--- src/rtl/vws_pkg.sv ---
// Shared types, constants and helpers for the voltammetry waveform sequencer.
// No dependencies; every other file of the block imports this package.

package vws_pkg;

    localparam int DAC_BITS  = 12;
    localparam int VOLT_W    = 17;
    localparam int CFG_V_W   = 15;
    localparam int STEP_W    = 14;
    localparam int PERIOD_W  = 16;
    localparam int CYC_W     = 8;
    localparam int OUT_V_W   = 16;
    localparam int ACC_W     = 40;
    localparam int FRAC_BITS = 16;
    localparam int APB_AW    = 5;
    localparam int APB_DW    = 32;

    localparam longint unsigned DAC_MAX_U = (64'd1 << DAC_BITS) - 64'd1;
    localparam longint unsigned GAIN_U    = (DAC_MAX_U * 64'd65536 + 64'd8250) / 64'd16500;
    localparam longint unsigned OFFSET_U  =
        (DAC_MAX_U * 64'd1703 * 64'd65536 + 64'd2500) / 64'd5000;

    localparam logic signed [ACC_W-1:0] GAIN_Q16   = ACC_W'(GAIN_U);
    localparam logic signed [ACC_W-1:0] OFFSET_Q16 = ACC_W'(OFFSET_U);
    localparam logic [ACC_W-FRAC_BITS-1:0] DAC_MAX_WIDE = (ACC_W-FRAC_BITS)'(DAC_MAX_U);
    localparam logic [DAC_BITS-1:0] DAC_MAX = DAC_BITS'(DAC_MAX_U);

    localparam logic [1:0] CMD_START = 2'd0;
    localparam logic [1:0] CMD_TICK  = 2'd1;
    localparam logic [1:0] CMD_ABORT = 2'd2;

    localparam logic [1:0] TECH_LINEAR = 2'd0;
    localparam logic [1:0] TECH_CYCLIC = 2'd1;
    localparam logic [1:0] TECH_SQUARE = 2'd2;

    localparam logic [2:0] REG_STEP_PERIOD     = 3'd0;
    localparam logic [2:0] REG_STEP_SIZE       = 3'd1;
    localparam logic [2:0] REG_START_VOLTAGE   = 3'd2;
    localparam logic [2:0] REG_END_VOLTAGE     = 3'd3;
    localparam logic [2:0] REG_FIRST_VERTEX    = 3'd4;
    localparam logic [2:0] REG_SECOND_VERTEX   = 3'd5;
    localparam logic [2:0] REG_CYCLE_COUNT     = 3'd6;
    localparam logic [2:0] REG_PULSE_AMPLITUDE = 3'd7;

    localparam logic [1:0] SEG_FIRST  = 2'd0;
    localparam logic [1:0] SEG_SECOND = 2'd1;
    localparam logic [1:0] SEG_LAST   = 2'd2;

    typedef enum logic [1:0] {
        OP_START,
        OP_TICK,
        OP_ABORT
    } op_kind_t;

    typedef struct packed {
        op_kind_t   kind;
        logic [1:0] technique;
    } op_t;

    typedef struct packed {
        logic signed [VOLT_W-1:0] voltage;
        logic                     sample;
        logic                     done;
        logic                     last;
    } point_t;

    typedef struct packed {
        logic [PERIOD_W-1:0] step_period;
        logic [STEP_W-1:0]   step_size;
        logic [CFG_V_W-1:0]  start_voltage;
        logic [CFG_V_W-1:0]  end_voltage;
        logic [CFG_V_W-1:0]  first_vertex;
        logic [CFG_V_W-1:0]  second_vertex;
        logic [CYC_W-1:0]    cycle_count;
        logic [STEP_W-1:0]   pulse_amplitude;
    } cfg_t;

    function automatic logic signed [VOLT_W-1:0] ext_volt(input logic [CFG_V_W-1:0] v);
        return VOLT_W'($signed(v));
    endfunction

endpackage

--- src/rtl/vws_front.sv ---
// Front end: drops unused commands and starts of an unused technique and
// turns the rest of the input into queued operations. Depends on vws_pkg.

module vws_front import vws_pkg::*; (
    input  logic       s_valid,
    output logic       s_ready,
    input  logic [1:0] s_command,
    input  logic [1:0] s_technique,
    input  logic       q_full,
    output logic       push,
    output op_t        push_op
);

    logic keep;

    assign s_ready = !q_full;

    always_comb begin
        keep            = 1'b0;
        push_op.kind    = OP_TICK;
        push_op.technique = s_technique;
        unique case (s_command)
            CMD_START: begin
                keep         = (s_technique == TECH_LINEAR) || (s_technique == TECH_CYCLIC)
                               || (s_technique == TECH_SQUARE);
                push_op.kind = OP_START;
            end
            CMD_TICK: begin
                keep         = 1'b1;
                push_op.kind = OP_TICK;
            end
            CMD_ABORT: begin
                keep         = 1'b1;
                push_op.kind = OP_ABORT;
            end
            default: begin
                keep = 1'b0;
            end
        endcase
    end

    assign push = s_valid && s_ready && keep;

endmodule

--- src/rtl/vws_queue.sv ---
// Two-entry operation queue between the front end and the sequencer.
// Depends on vws_pkg.

module vws_queue import vws_pkg::*; (
    input  logic aclk,
    input  logic aresetn,
    input  logic push,
    input  op_t  push_op,
    output logic full,
    input  logic pop,
    output logic op_valid,
    output op_t  op
);

    op_t        entry_reg [2];
    logic       wr_ptr_reg;
    logic       wr_ptr_next;
    logic       rd_ptr_reg;
    logic       rd_ptr_next;
    logic [1:0] count_reg;
    logic [1:0] count_next;

    assign full     = (count_reg == 2'd2);
    assign op_valid = (count_reg != 2'd0);
    assign op       = entry_reg[rd_ptr_reg];

    always_comb begin
        wr_ptr_next = push ? !wr_ptr_reg : wr_ptr_reg;
        rd_ptr_next = pop ? !rd_ptr_reg : rd_ptr_reg;
        count_next  = count_reg + {1'b0, push} - {1'b0, pop};
    end

    always_ff @(posedge aclk) begin
        if (!aresetn) begin
            wr_ptr_reg <= 1'b0;
            rd_ptr_reg <= 1'b0;
            count_reg  <= 2'd0;
        end else begin
            wr_ptr_reg <= wr_ptr_next;
            rd_ptr_reg <= rd_ptr_next;
            count_reg  <= count_next;
        end
    end

    always_ff @(posedge aclk) begin
        if (push) begin
            entry_reg[wr_ptr_reg] <= push_op;
        end
    end

endmodule

--- src/rtl/vws_back.sv ---
// Sequencer: holds the sweep state, carries out queued operations one at a
// time and issues waveform points towards the DAC stage. Depends on vws_pkg.

module vws_back import vws_pkg::*; (
    input  logic   aclk,
    input  logic   aresetn,
    input  cfg_t   cfg,
    input  logic   op_valid,
    input  op_t    op,
    output logic   pop,
    output logic   pt_valid,
    output point_t pt,
    input  logic   pt_ready
);

    typedef enum logic [1:0] {
        ST_IDLE,
        ST_SEEK,
        ST_SQ_FWD,
        ST_SQ_REV
    } state_t;

    state_t                   state_reg;
    state_t                   state_next;
    logic                     running_reg;
    logic                     running_next;
    logic [1:0]               tech_reg;
    logic [1:0]               tech_next;
    logic [1:0]               seg_reg;
    logic [1:0]               seg_next;
    logic                     up_reg;
    logic                     up_next;
    logic signed [VOLT_W-1:0] volt_reg;
    logic signed [VOLT_W-1:0] volt_next;
    logic [PERIOD_W-1:0]      count_reg;
    logic [PERIOD_W-1:0]      count_next;
    logic [CYC_W-1:0]         cyc_reg;
    logic [CYC_W-1:0]         cyc_next;

    logic signed [VOLT_W-1:0] start_v;
    logic signed [VOLT_W-1:0] end_v;
    logic signed [VOLT_W-1:0] first_v;
    logic signed [VOLT_W-1:0] step_v;
    logic signed [VOLT_W-1:0] pulse_v;
    logic signed [VOLT_W-1:0] fwd_delta;
    logic signed [VOLT_W-1:0] stepped_v;
    logic signed [VOLT_W-1:0] fwd_v;
    logic signed [VOLT_W-1:0] rev_v;
    logic signed [VOLT_W-1:0] seg_target;
    logic signed [VOLT_W-1:0] next_target;
    logic [1:0]               seg_after;
    logic                     within_end;
    logic                     within_step;
    logic                     within_seg;

    function automatic logic signed [VOLT_W-1:0] target_of(input logic [1:0] seg,
                                                           input cfg_t c);
        logic signed [VOLT_W-1:0] t;
        if (seg == SEG_FIRST) begin
            t = ext_volt(c.first_vertex);
        end else if (seg == SEG_SECOND) begin
            t = ext_volt(c.second_vertex);
        end else begin
            t = ext_volt(c.end_voltage);
        end
        return t;
    endfunction

    function automatic point_t make_point(input logic signed [VOLT_W-1:0] v,
                                          input logic last);
        point_t p;
        p.voltage = v;
        p.sample  = 1'b1;
        p.done    = 1'b0;
        p.last    = last;
        return p;
    endfunction

    function automatic point_t make_done();
        point_t p;
        p.voltage = '0;
        p.sample  = 1'b0;
        p.done    = 1'b1;
        p.last    = 1'b1;
        return p;
    endfunction

    assign start_v     = ext_volt(cfg.start_voltage);
    assign end_v       = ext_volt(cfg.end_voltage);
    assign first_v     = ext_volt(cfg.first_vertex);
    assign step_v      = VOLT_W'(cfg.step_size);
    assign pulse_v     = VOLT_W'(cfg.pulse_amplitude);
    assign fwd_delta   = step_v + pulse_v;
    assign stepped_v   = up_reg ? volt_reg + step_v : volt_reg - step_v;
    assign fwd_v       = up_reg ? volt_reg + fwd_delta : volt_reg - fwd_delta;
    assign rev_v       = up_reg ? volt_reg - pulse_v : volt_reg + pulse_v;
    assign within_end  = up_reg ? (volt_reg <= end_v) : (volt_reg >= end_v);
    assign within_step = up_reg ? (stepped_v <= end_v) : (stepped_v >= end_v);
    assign seg_target  = target_of(seg_reg, cfg);
    assign seg_after   = (seg_reg >= SEG_LAST) ? SEG_FIRST : seg_reg + 2'd1;
    assign next_target = target_of(seg_after, cfg);
    assign within_seg  = up_reg ? (volt_reg <= seg_target) : (volt_reg >= seg_target);

    always_comb begin
        state_next   = state_reg;
        running_next = running_reg;
        tech_next    = tech_reg;
        seg_next     = seg_reg;
        up_next      = up_reg;
        volt_next    = volt_reg;
        count_next   = count_reg;
        cyc_next     = cyc_reg;
        pop          = 1'b0;
        pt_valid     = 1'b0;
        pt           = make_done();

        unique case (state_reg)
            ST_IDLE: begin
                if (op_valid && pt_ready) begin
                    pop = 1'b1;
                    unique case (op.kind)
                        OP_START: begin
                            running_next = 1'b1;
                            tech_next    = op.technique;
                            volt_next    = start_v;
                            seg_next     = SEG_FIRST;
                            cyc_next     = '0;
                            count_next   = cfg.step_period;
                            if (op.technique == TECH_LINEAR) begin
                                up_next  = end_v > start_v;
                                pt_valid = 1'b1;
                                pt       = make_point(start_v, 1'b1);
                            end else if (op.technique == TECH_CYCLIC) begin
                                up_next    = first_v > start_v;
                                state_next = ST_SEEK;
                            end else begin
                                up_next    = end_v > start_v;
                                pt_valid   = 1'b1;
                                pt         = make_point(start_v, 1'b0);
                                state_next = ST_SQ_FWD;
                            end
                        end
                        OP_TICK: begin
                            if (running_reg) begin
                                if (count_reg > PERIOD_W'(1)) begin
                                    count_next = count_reg - PERIOD_W'(1);
                                end else begin
                                    count_next = cfg.step_period;
                                    if (tech_reg == TECH_LINEAR) begin
                                        volt_next = stepped_v;
                                        pt_valid  = 1'b1;
                                        if (within_step) begin
                                            pt = make_point(stepped_v, 1'b1);
                                        end else begin
                                            running_next = 1'b0;
                                            count_next   = '0;
                                        end
                                    end else if (tech_reg == TECH_CYCLIC) begin
                                        volt_next  = stepped_v;
                                        state_next = ST_SEEK;
                                    end else if (within_end) begin
                                        state_next = ST_SQ_FWD;
                                    end else begin
                                        running_next = 1'b0;
                                        count_next   = '0;
                                        pt_valid     = 1'b1;
                                    end
                                end
                            end
                        end
                        OP_ABORT: begin
                            if (running_reg) begin
                                running_next = 1'b0;
                                count_next   = '0;
                                pt_valid     = 1'b1;
                            end
                        end
                        default: begin
                            pop = 1'b1;
                        end
                    endcase
                end
            end
            ST_SEEK: begin
                if (pt_ready) begin
                    if (cyc_reg < cfg.cycle_count) begin
                        if (within_seg) begin
                            pt_valid   = 1'b1;
                            pt         = make_point(volt_reg, 1'b1);
                            state_next = ST_IDLE;
                        end else begin
                            seg_next = seg_after;
                            up_next  = next_target > seg_target;
                            if (seg_reg >= SEG_LAST) begin
                                cyc_next = cyc_reg + CYC_W'(1);
                            end
                        end
                    end else begin
                        running_next = 1'b0;
                        count_next   = '0;
                        pt_valid     = 1'b1;
                        state_next   = ST_IDLE;
                    end
                end
            end
            ST_SQ_FWD: begin
                if (pt_ready) begin
                    volt_next  = fwd_v;
                    pt_valid   = 1'b1;
                    pt         = make_point(fwd_v, 1'b0);
                    state_next = ST_SQ_REV;
                end
            end
            ST_SQ_REV: begin
                if (pt_ready) begin
                    volt_next  = rev_v;
                    pt_valid   = 1'b1;
                    pt         = make_point(rev_v, 1'b1);
                    state_next = ST_IDLE;
                end
            end
            default: begin
                state_next = ST_IDLE;
            end
        endcase
    end

    always_ff @(posedge aclk) begin
        if (!aresetn) begin
            state_reg   <= ST_IDLE;
            running_reg <= 1'b0;
            tech_reg    <= TECH_LINEAR;
            seg_reg     <= SEG_FIRST;
            up_reg      <= 1'b0;
            volt_reg    <= '0;
            count_reg   <= '0;
            cyc_reg     <= '0;
        end else begin
            state_reg   <= state_next;
            running_reg <= running_next;
            tech_reg    <= tech_next;
            seg_reg     <= seg_next;
            up_reg      <= up_next;
            volt_reg    <= volt_next;
            count_reg   <= count_next;
            cyc_reg     <= cyc_next;
        end
    end

endmodule

--- src/rtl/vws_dac_out.sv ---
// Two-stage DAC mapping and result register: a Q16 multiply, then offset,
// clamp and the output transaction register. Depends on vws_pkg.

module vws_dac_out import vws_pkg::*; (
    input  logic                       aclk,
    input  logic                       aresetn,
    input  logic                       pt_valid,
    input  point_t                     pt,
    output logic                       pt_ready,
    output logic                       m_valid,
    input  logic                       m_ready,
    output logic [DAC_BITS-1:0]        m_dac_code,
    output logic signed [OUT_V_W-1:0]  m_applied_voltage,
    output logic                       m_sample_request,
    output logic                       m_sweep_done,
    output logic                       m_last_of_run
);

    logic                    s1_valid_reg;
    logic                    s1_valid_next;
    point_t                  s1_pt_reg;
    logic signed [ACC_W-1:0] s1_prod_reg;
    logic                    m_valid_reg;
    logic                    m_valid_next;
    logic [DAC_BITS-1:0]     code_reg;
    logic [OUT_V_W-1:0]      volt_reg;
    logic                    sample_reg;
    logic                    done_reg;
    logic                    last_reg;

    logic                    m_advance;
    logic                    s1_load;
    logic signed [ACC_W-1:0] volt_wide;
    logic signed [ACC_W-1:0] acc;
    logic [ACC_W-FRAC_BITS-1:0] acc_int;
    logic [DAC_BITS-1:0]     code;

    assign m_advance = !m_valid_reg || m_ready;
    assign s1_load   = !s1_valid_reg || m_advance;
    assign pt_ready  = s1_load;
    assign volt_wide = ACC_W'(pt.voltage);
    assign acc       = s1_prod_reg + OFFSET_Q16;
    assign acc_int   = acc[ACC_W-1:FRAC_BITS];

    always_comb begin
        if (s1_pt_reg.done || acc[ACC_W-1]) begin
            code = '0;
        end else if (acc_int > DAC_MAX_WIDE) begin
            code = DAC_MAX;
        end else begin
            code = acc_int[DAC_BITS-1:0];
        end
        s1_valid_next = s1_load ? pt_valid : s1_valid_reg;
        m_valid_next  = m_advance ? s1_valid_reg : m_valid_reg;
    end

    always_ff @(posedge aclk) begin
        if (!aresetn) begin
            s1_valid_reg <= 1'b0;
            m_valid_reg  <= 1'b0;
        end else begin
            s1_valid_reg <= s1_valid_next;
            m_valid_reg  <= m_valid_next;
        end
    end

    always_ff @(posedge aclk) begin
        if (s1_load) begin
            s1_pt_reg   <= pt;
            s1_prod_reg <= volt_wide * GAIN_Q16;
        end
        if (m_advance) begin
            code_reg   <= code;
            volt_reg   <= s1_pt_reg.voltage[OUT_V_W-1:0];
            sample_reg <= s1_pt_reg.sample;
            done_reg   <= s1_pt_reg.done;
            last_reg   <= s1_pt_reg.last;
        end
    end

    assign m_valid           = m_valid_reg;
    assign m_dac_code        = code_reg;
    assign m_applied_voltage = $signed(volt_reg);
    assign m_sample_request  = sample_reg;
    assign m_sweep_done      = done_reg;
    assign m_last_of_run     = last_reg;

endmodule

--- src/rtl/voltammetry_waveform_sequencer.sv ---
// Top level of the voltammetry waveform sequencer: configuration registers and
// the front end, operation queue, sequencer and DAC stage.
// Depends on vws_pkg, vws_front, vws_queue, vws_back and vws_dac_out.
//
// Commands arrive on the s_ channel (start with a technique, tick, abort);
// waveform points leave on the m_ channel, each with its DAC code, requested
// potential and sample or done flags, the final one of a command marked with
// m_last_of_run. Registers are to be written through the APB port only while
// no command is in flight; the block itself does not enforce this. pready is
// always high and reads return the stored value. The front end takes a
// transaction whenever the two-entry queue has room. The sequencer carries out
// a linear or counting command directly from idle, a square-wave step through
// a forward and a reverse state, and a cyclic step through a seek state that
// skips empty segments. A point reaches m_valid through the multiply stage and
// the output register. If the receiver holds m_ready low, the output register,
// the multiply stage, the sequencer and finally the queue fill in turn and
// s_ready falls; nothing is lost. Reset clears the sweep state, leaves the
// block idle with empty queue and output, and loads the register defaults.

module voltammetry_waveform_sequencer import vws_pkg::*; (
    input  logic                      aclk,
    input  logic                      aresetn,
    input  logic                      psel,
    input  logic                      penable,
    input  logic                      pwrite,
    input  logic [APB_AW-1:0]         paddr,
    input  logic [APB_DW-1:0]         pwdata,
    output logic [APB_DW-1:0]         prdata,
    output logic                      pready,
    input  logic                      s_valid,
    output logic                      s_ready,
    input  logic [1:0]                s_command,
    input  logic [1:0]                s_technique,
    output logic                      m_valid,
    input  logic                      m_ready,
    output logic [DAC_BITS-1:0]       m_dac_code,
    output logic signed [OUT_V_W-1:0] m_applied_voltage,
    output logic                      m_sample_request,
    output logic                      m_sweep_done,
    output logic                      m_last_of_run
);

    cfg_t       cfg_reg;
    cfg_t       cfg_next;
    logic [2:0] reg_index;
    logic       wr_en;

    logic       q_full;
    logic       push;
    op_t        push_op;
    logic       pop;
    logic       op_valid;
    op_t        op;
    logic       pt_valid;
    point_t     pt;
    logic       pt_ready;

    assign pready    = 1'b1;
    assign reg_index = paddr[APB_AW-1:2];
    assign wr_en     = psel && penable && pwrite;

    always_comb begin
        cfg_next = cfg_reg;
        if (wr_en) begin
            unique case (reg_index)
                REG_STEP_PERIOD:     cfg_next.step_period     = pwdata[PERIOD_W-1:0];
                REG_STEP_SIZE:       cfg_next.step_size       = pwdata[STEP_W-1:0];
                REG_START_VOLTAGE:   cfg_next.start_voltage   = pwdata[CFG_V_W-1:0];
                REG_END_VOLTAGE:     cfg_next.end_voltage     = pwdata[CFG_V_W-1:0];
                REG_FIRST_VERTEX:    cfg_next.first_vertex    = pwdata[CFG_V_W-1:0];
                REG_SECOND_VERTEX:   cfg_next.second_vertex   = pwdata[CFG_V_W-1:0];
                REG_CYCLE_COUNT:     cfg_next.cycle_count     = pwdata[CYC_W-1:0];
                REG_PULSE_AMPLITUDE: cfg_next.pulse_amplitude = pwdata[STEP_W-1:0];
                default:             cfg_next = cfg_reg;
            endcase
        end
    end

    always_comb begin
        unique case (reg_index)
            REG_STEP_PERIOD:     prdata = APB_DW'(cfg_reg.step_period);
            REG_STEP_SIZE:       prdata = APB_DW'(cfg_reg.step_size);
            REG_START_VOLTAGE:   prdata = APB_DW'(cfg_reg.start_voltage);
            REG_END_VOLTAGE:     prdata = APB_DW'(cfg_reg.end_voltage);
            REG_FIRST_VERTEX:    prdata = APB_DW'(cfg_reg.first_vertex);
            REG_SECOND_VERTEX:   prdata = APB_DW'(cfg_reg.second_vertex);
            REG_CYCLE_COUNT:     prdata = APB_DW'(cfg_reg.cycle_count);
            REG_PULSE_AMPLITUDE: prdata = APB_DW'(cfg_reg.pulse_amplitude);
            default:             prdata = '0;
        endcase
    end

    always_ff @(posedge aclk) begin
        if (!aresetn) begin
            cfg_reg.step_period     <= PERIOD_W'(100);
            cfg_reg.step_size       <= STEP_W'(10);
            cfg_reg.start_voltage   <= '0;
            cfg_reg.end_voltage     <= '0;
            cfg_reg.first_vertex    <= '0;
            cfg_reg.second_vertex   <= '0;
            cfg_reg.cycle_count     <= CYC_W'(1);
            cfg_reg.pulse_amplitude <= '0;
        end else begin
            cfg_reg <= cfg_next;
        end
    end

    vws_front u_front (
        .s_valid     (s_valid),
        .s_ready     (s_ready),
        .s_command   (s_command),
        .s_technique (s_technique),
        .q_full      (q_full),
        .push        (push),
        .push_op     (push_op)
    );

    vws_queue u_queue (
        .aclk     (aclk),
        .aresetn  (aresetn),
        .push     (push),
        .push_op  (push_op),
        .full     (q_full),
        .pop      (pop),
        .op_valid (op_valid),
        .op       (op)
    );

    vws_back u_back (
        .aclk     (aclk),
        .aresetn  (aresetn),
        .cfg      (cfg_reg),
        .op_valid (op_valid),
        .op       (op),
        .pop      (pop),
        .pt_valid (pt_valid),
        .pt       (pt),
        .pt_ready (pt_ready)
    );

    vws_dac_out u_dac_out (
        .aclk              (aclk),
        .aresetn           (aresetn),
        .pt_valid          (pt_valid),
        .pt                (pt),
        .pt_ready          (pt_ready),
        .m_valid           (m_valid),
        .m_ready           (m_ready),
        .m_dac_code        (m_dac_code),
        .m_applied_voltage (m_applied_voltage),
        .m_sample_request  (m_sample_request),
        .m_sweep_done      (m_sweep_done),
        .m_last_of_run     (m_last_of_run)
    );

endmodule

--- config.mk ---
export PLATFORM = sky130hd
export DESIGN_NAME = voltammetry_waveform_sequencer
export DESIGN_NICKNAME = d
export VERILOG_FILES = /design/src/rtl/vws_pkg.sv /design/src/rtl/vws_front.sv /design/src/rtl/vws_queue.sv /design/src/rtl/vws_back.sv /design/src/rtl/vws_dac_out.sv /design/src/rtl/voltammetry_waveform_sequencer.sv
export SDC_FILE = /design/constraint.sdc
export NUM_CORES = 1
export LEC_CHECK = 0
export ABC_CLOCK_PERIOD_IN_PS = 9500
export BUFFER_PORTS_ARGS = -buffer_cell sky130_fd_sc_hd__buf_2
export CAP_MARGIN = 10
export CORE_MARGIN = 4
export CORE_UTILIZATION = 58
export CTS_CLUSTER_DIAMETER = 50
export DETAILED_ROUTE_END_ITERATION = 8
export PLACE_DENSITY_LB_ADDON = 0.05
export SYNTH_ARGS = -nofsm -noshare
export SYNTH_HDL_FRONTEND = slang
export SYNTH_HIERARCHICAL = 1
export SYNTH_SLANG_ARGS = --single-unit
export TNS_END_PERCENT = 100
--- constraint.sdc ---
create_clock -name aclk -period 9.5 [get_ports aclk]
set_input_delay 0.475 -clock aclk [delete_from_list [all_inputs] [get_ports aclk]]
set_output_delay 0.475 -clock aclk [all_outputs]
set_load 0.05 [all_outputs]
==> flow_metrics.env <==
export IMPL_final_antenna_net_count=0
export IMPL_seq_power_share_pct=12.5
export IMPL_drive_gt1_share_pct=21.0
export IMPL_use_met3_pct=8.35
export IMPL_wl_mm=81.6
export IMPL_drv_cap=0
export IMPL_hold_path_class="in -> reg"
export IMPL_p_leak_nw=13.1
export IMPL_fp_dieW_um=213
export IMPL_path_buf_inv=3
export IMPL_p_switching_w=0.00566
export IMPL_rr_worst_depth=38
export IMPL_rows=74
export IMPL_tns_ns=-2.76
export IMPL_gp_congestion=1.04
export IMPL_path_depth=38
export IMPL_drtIter0Drc=2338
export IMPL_synth_ff_type="dfxtp_1"
export IMPL_clock_latency_ns=0.55
export IMPL_fmax_mhz=101
export IMPL_dr_total_vias=22669
export IMPL_path_clk_slew_ns=0.06
export IMPL_fin_skew_ns=0.0161
export IMPL_n_fill_cell=3241
export IMPL_relSlewSlack_pct=23.6
export IMPL_rrSetupSlack_ns=-0.42
export IMPL_synth_distinct_cells=104
export IMPL_clockBufferDepth=3
export IMPL_fin_crit_ns=9.92
export IMPL_gr_max_usage_layer="met2"
export IMPL_cts_made_buffers=36
export IMPL_yosysSeqAreaShare_pct=24.5
export IMPL_synth_xor_area_share_pct=5.25
export IMPL_placement_io_buffers=78
export IMPL_ys_seq_elements=255
export IMPL_cp_max_fo=5
export IMPL_core_sq_mm=0.0412
export IMPL_num_antenna_cells=0
export IMPL_max_stage_delay_ns=0.60
export IMPL_syn_area_per_cell_sq_um=8.78
export IMPL_fin_crit_sh_pct=104
export IMPL_outcome="finished with violations"
export IMPL_crit_path_top_delay_cell="fa_2"
export IMPL_power_frac_clock_pct=11.1
export IMPL_final_cell_mix="nand2_1 (324), ha_1 (280), buf_4 (266), inv_1 (199), dfxtp_1 (161)"
export IMPL_synth_top_family_by_area="adder cells"
export IMPL_hold_violations=0
export IMPL_grt_setup_unrepaired="true"
export IMPL_use_met1_pct=48.9
export IMPL_largest_reg_flops=112
export IMPL_r2r_start="cfg_reg[87]"
export IMPL_power_density_mw_per_mm2=417
export IMPL_reg2reg_to="u_dac_out/s1_prod_reg[31]"
export IMPL_netlist_instances=2779
export IMPL_grt_max_degree=73
export IMPL_peakVddDrop_v=0.000388
export IMPL_switching_share_pct=46.3
export IMPL_vias_per_cell=6.26
export IMPL_cp_startpoint="cfg_reg[87]"
export IMPL_endpoint="u_dac_out/s1_prod_reg[31]"
export IMPL_grt_overflow=0
export IMPL_p_int_w=0.00657
export IMPL_grt_antenna_before_repair=0
export IMPL_critPathTopFamily="adder cells"
export IMPL_cts_sinks=255
export IMPL_startpoint_type="register"
export IMPL_area_delta_synth_final_pct=20.1
export IMPL_path_class="reg -> reg"
export IMPL_die_area_sq_mm=0.0454
export IMPL_synth_compound_area_share_pct=21.7
export IMPL_setup_ws_ns=-0.420
export IMPL_ys_async_sr_fraction_pct=0
export IMPL_gr_usage_all_layers_pct=35.4
export IMPL_cts_tree="yes"
export IMPL_grt_pass1_vias=22073
export IMPL_worst_pin_slew_ns=1.15
export IMPL_grt_pass1_wl_mm=125
export IMPL_drc_errors=0
export IMPL_hpwl_mm=62.8
export IMPL_grt_util_met2_pct=54.1
export IMPL_syn_area_sq_mm=0.0244
export IMPL_start_util_pct=59.2
export IMPL_slew_violations=0
export IMPL_root_buffer="clkbuf_16"
export IMPL_crit_path_end_kind="register"
export IMPL_setup_viol=13
export IMPL_cp_arrival_ns=10.21
export IMPL_total_power_w=0.0122
export IMPL_nets=3526
export IMPL_final_common_cell="nand2_1"
export IMPL_post_drt_wl_per_cell_um=22.5
export IMPL_io_pins=114
export IMPL_synthMuxAreaShare_pct=3.18
export IMPL_htree_levels=2
export IMPL_yosys_area_share_simple_pct=14.9
export IMPL_synth_warnings=6
export IMPL_die_y_um=213
export IMPL_synthAdderAreaFrac_pct=24.3
export IMPL_crit_required_ns=9.79
export IMPL_synth_edf_count=87
export IMPL_firstDrtPassIters=6
export IMPL_violations="negative setup slack"
export IMPL_p_comb_share_pct=76.4
power by group through the flow:
stage                     clock network [W]  logic, W  registers, W
after floorplan                           0   0.00509       0.00169
after global placement                    0   0.00774       0.00154
after detailed placement                  0   0.00797       0.00155
after CTS                           0.00138   0.00854       0.00153
after global routing                0.00143    0.0102       0.00154
final                               0.00136   0.00934       0.00153
worst register-to-register path: cells and delay by family (launching register included):
family | cells | cell delay (ns)
adder cells (fa/ha/maj) | 9 | 3.43
AO/OA/AOI/OAI | 13 | 2.83
AND/OR/NAND/NOR | 10 | 2.29
XOR/XNOR | 2 | 0.34
flip-flops | 1 | 0.32
buffers and inverters | 3 | 0.32
multiplexers | 1 | 0.15
stage by stage:
stage | util [%] | instance area [sq um] | cells | hold WS (ns) | setup WS [ns]
floorplan | - | 24700 | 2794 | 0.400 | 0.000332
global placement | 65.5 | 27000 | 3529 | 0.402 | -0.413
detailed placement | 65.5 | 27000 | 3529 | 0.405 | -0.571
CTS | 70.0 | 28900 | 3611 | 0.106 | -0.273
global route | 71.1 | 29300 | 3620 | 0.114 | -0.658
finish | 71.1 | 29300 | 3620 | 0.131 | -0.420
logic make-up after synthesis:
logic type	after synthesis
DFF	255
adders and majority gates	416
buffers and inverters	345
muxes	76
and+or+nand+nor	769
other	2
AOI/OAI and AO/OA	773
xor gates and xnor gates	143
final cells by class:
type                    count  area, sq um  area share, %
clock buffers              45         1010           3.44
clock inverters            19          186          0.636
inverters                 212          798           2.72
multi-input cells        2195        18100           61.6
flip-flops and latches    255         5980           20.4
well taps                 532          666           2.27
repair buffers            362         2610           8.89
routing by layer:
metal / up-vias / wire length [um]
li1: 10429 / -
met5: - / 0
met2: 1081 / 35500
met4: 0 / 3650
met1: 10918 / 34100
met3: 241 / 8240
worst min-delay path by stage:
stage / from / cells past startpoint / to / slack (ns)
2_1_floorplan: u_dac_out/s1_pt_reg[13] / 0 / u_dac_out/m_applied_voltage[10] / 0.40
3_3_place_gp: u_dac_out/s1_pt_reg[16] / 0 / u_dac_out/m_applied_voltage[13] / 0.40
3_5_place_dp: u_dac_out/s1_pt_reg[16] / 0 / u_dac_out/m_applied_voltage[13] / 0.41
4_1_cts: s_technique[0] / 1 / u_queue/entry_reg[1][0] / 0.11
5_1_grt: s_technique[1] / 1 / u_queue/entry_reg[0][1] / 0.11
6_report: s_technique[0] / 1 / u_queue/entry_reg[1][0] / 0.13
synthesized netlist by cell type, drive strengths merged, types with 9 or more instances:
cell type,number,share of area (%)
nor4,10,0.26
ha,318,16
o221ai,13,0.47
nor2,171,2.8
edfxtp,87,11
nand4,20,0.57
clkbuf,57,0.88
a22oi,21,0.65
and2,15,0.38
nand2,328,5.1
mux2,12,0.55
o21ai,145,3.1
nor3b,9,0.30
or3,9,0.23
nand2b,23,0.60
a21o,63,1.9
fa,98,8.0
buf,76,1.9
nor3,36,0.76
o2bb2ai,9,0.32
mux2i,64,2.6
a21oi,167,3.5
a31oi,41,1.1
inv,212,3.3
a211oi,33,1.0
or2,17,0.46
a221oi,23,0.85
nor2b,41,1.1
nand3,44,0.90
xnor2,89,3.2
xor2,52,1.9
dfxtp,168,14
and3,16,0.41
o211ai,9,0.32
o21a,41,1.3
o21bai,13,0.40
a21boi,117,3.6
timing repair:
| action | CTS | global route |
|---|---|---|
| hold buffers | 0 | 0 |
| resized for setup | 97 | 70 |
| buffers inserted | 17 | 13 |
| endpoints found under the setup margin | 16 | 17 |
| gates cloned | 1 | 0 |
| pin swaps | 81 | 52 |
(Power assumes the default switching activity.)
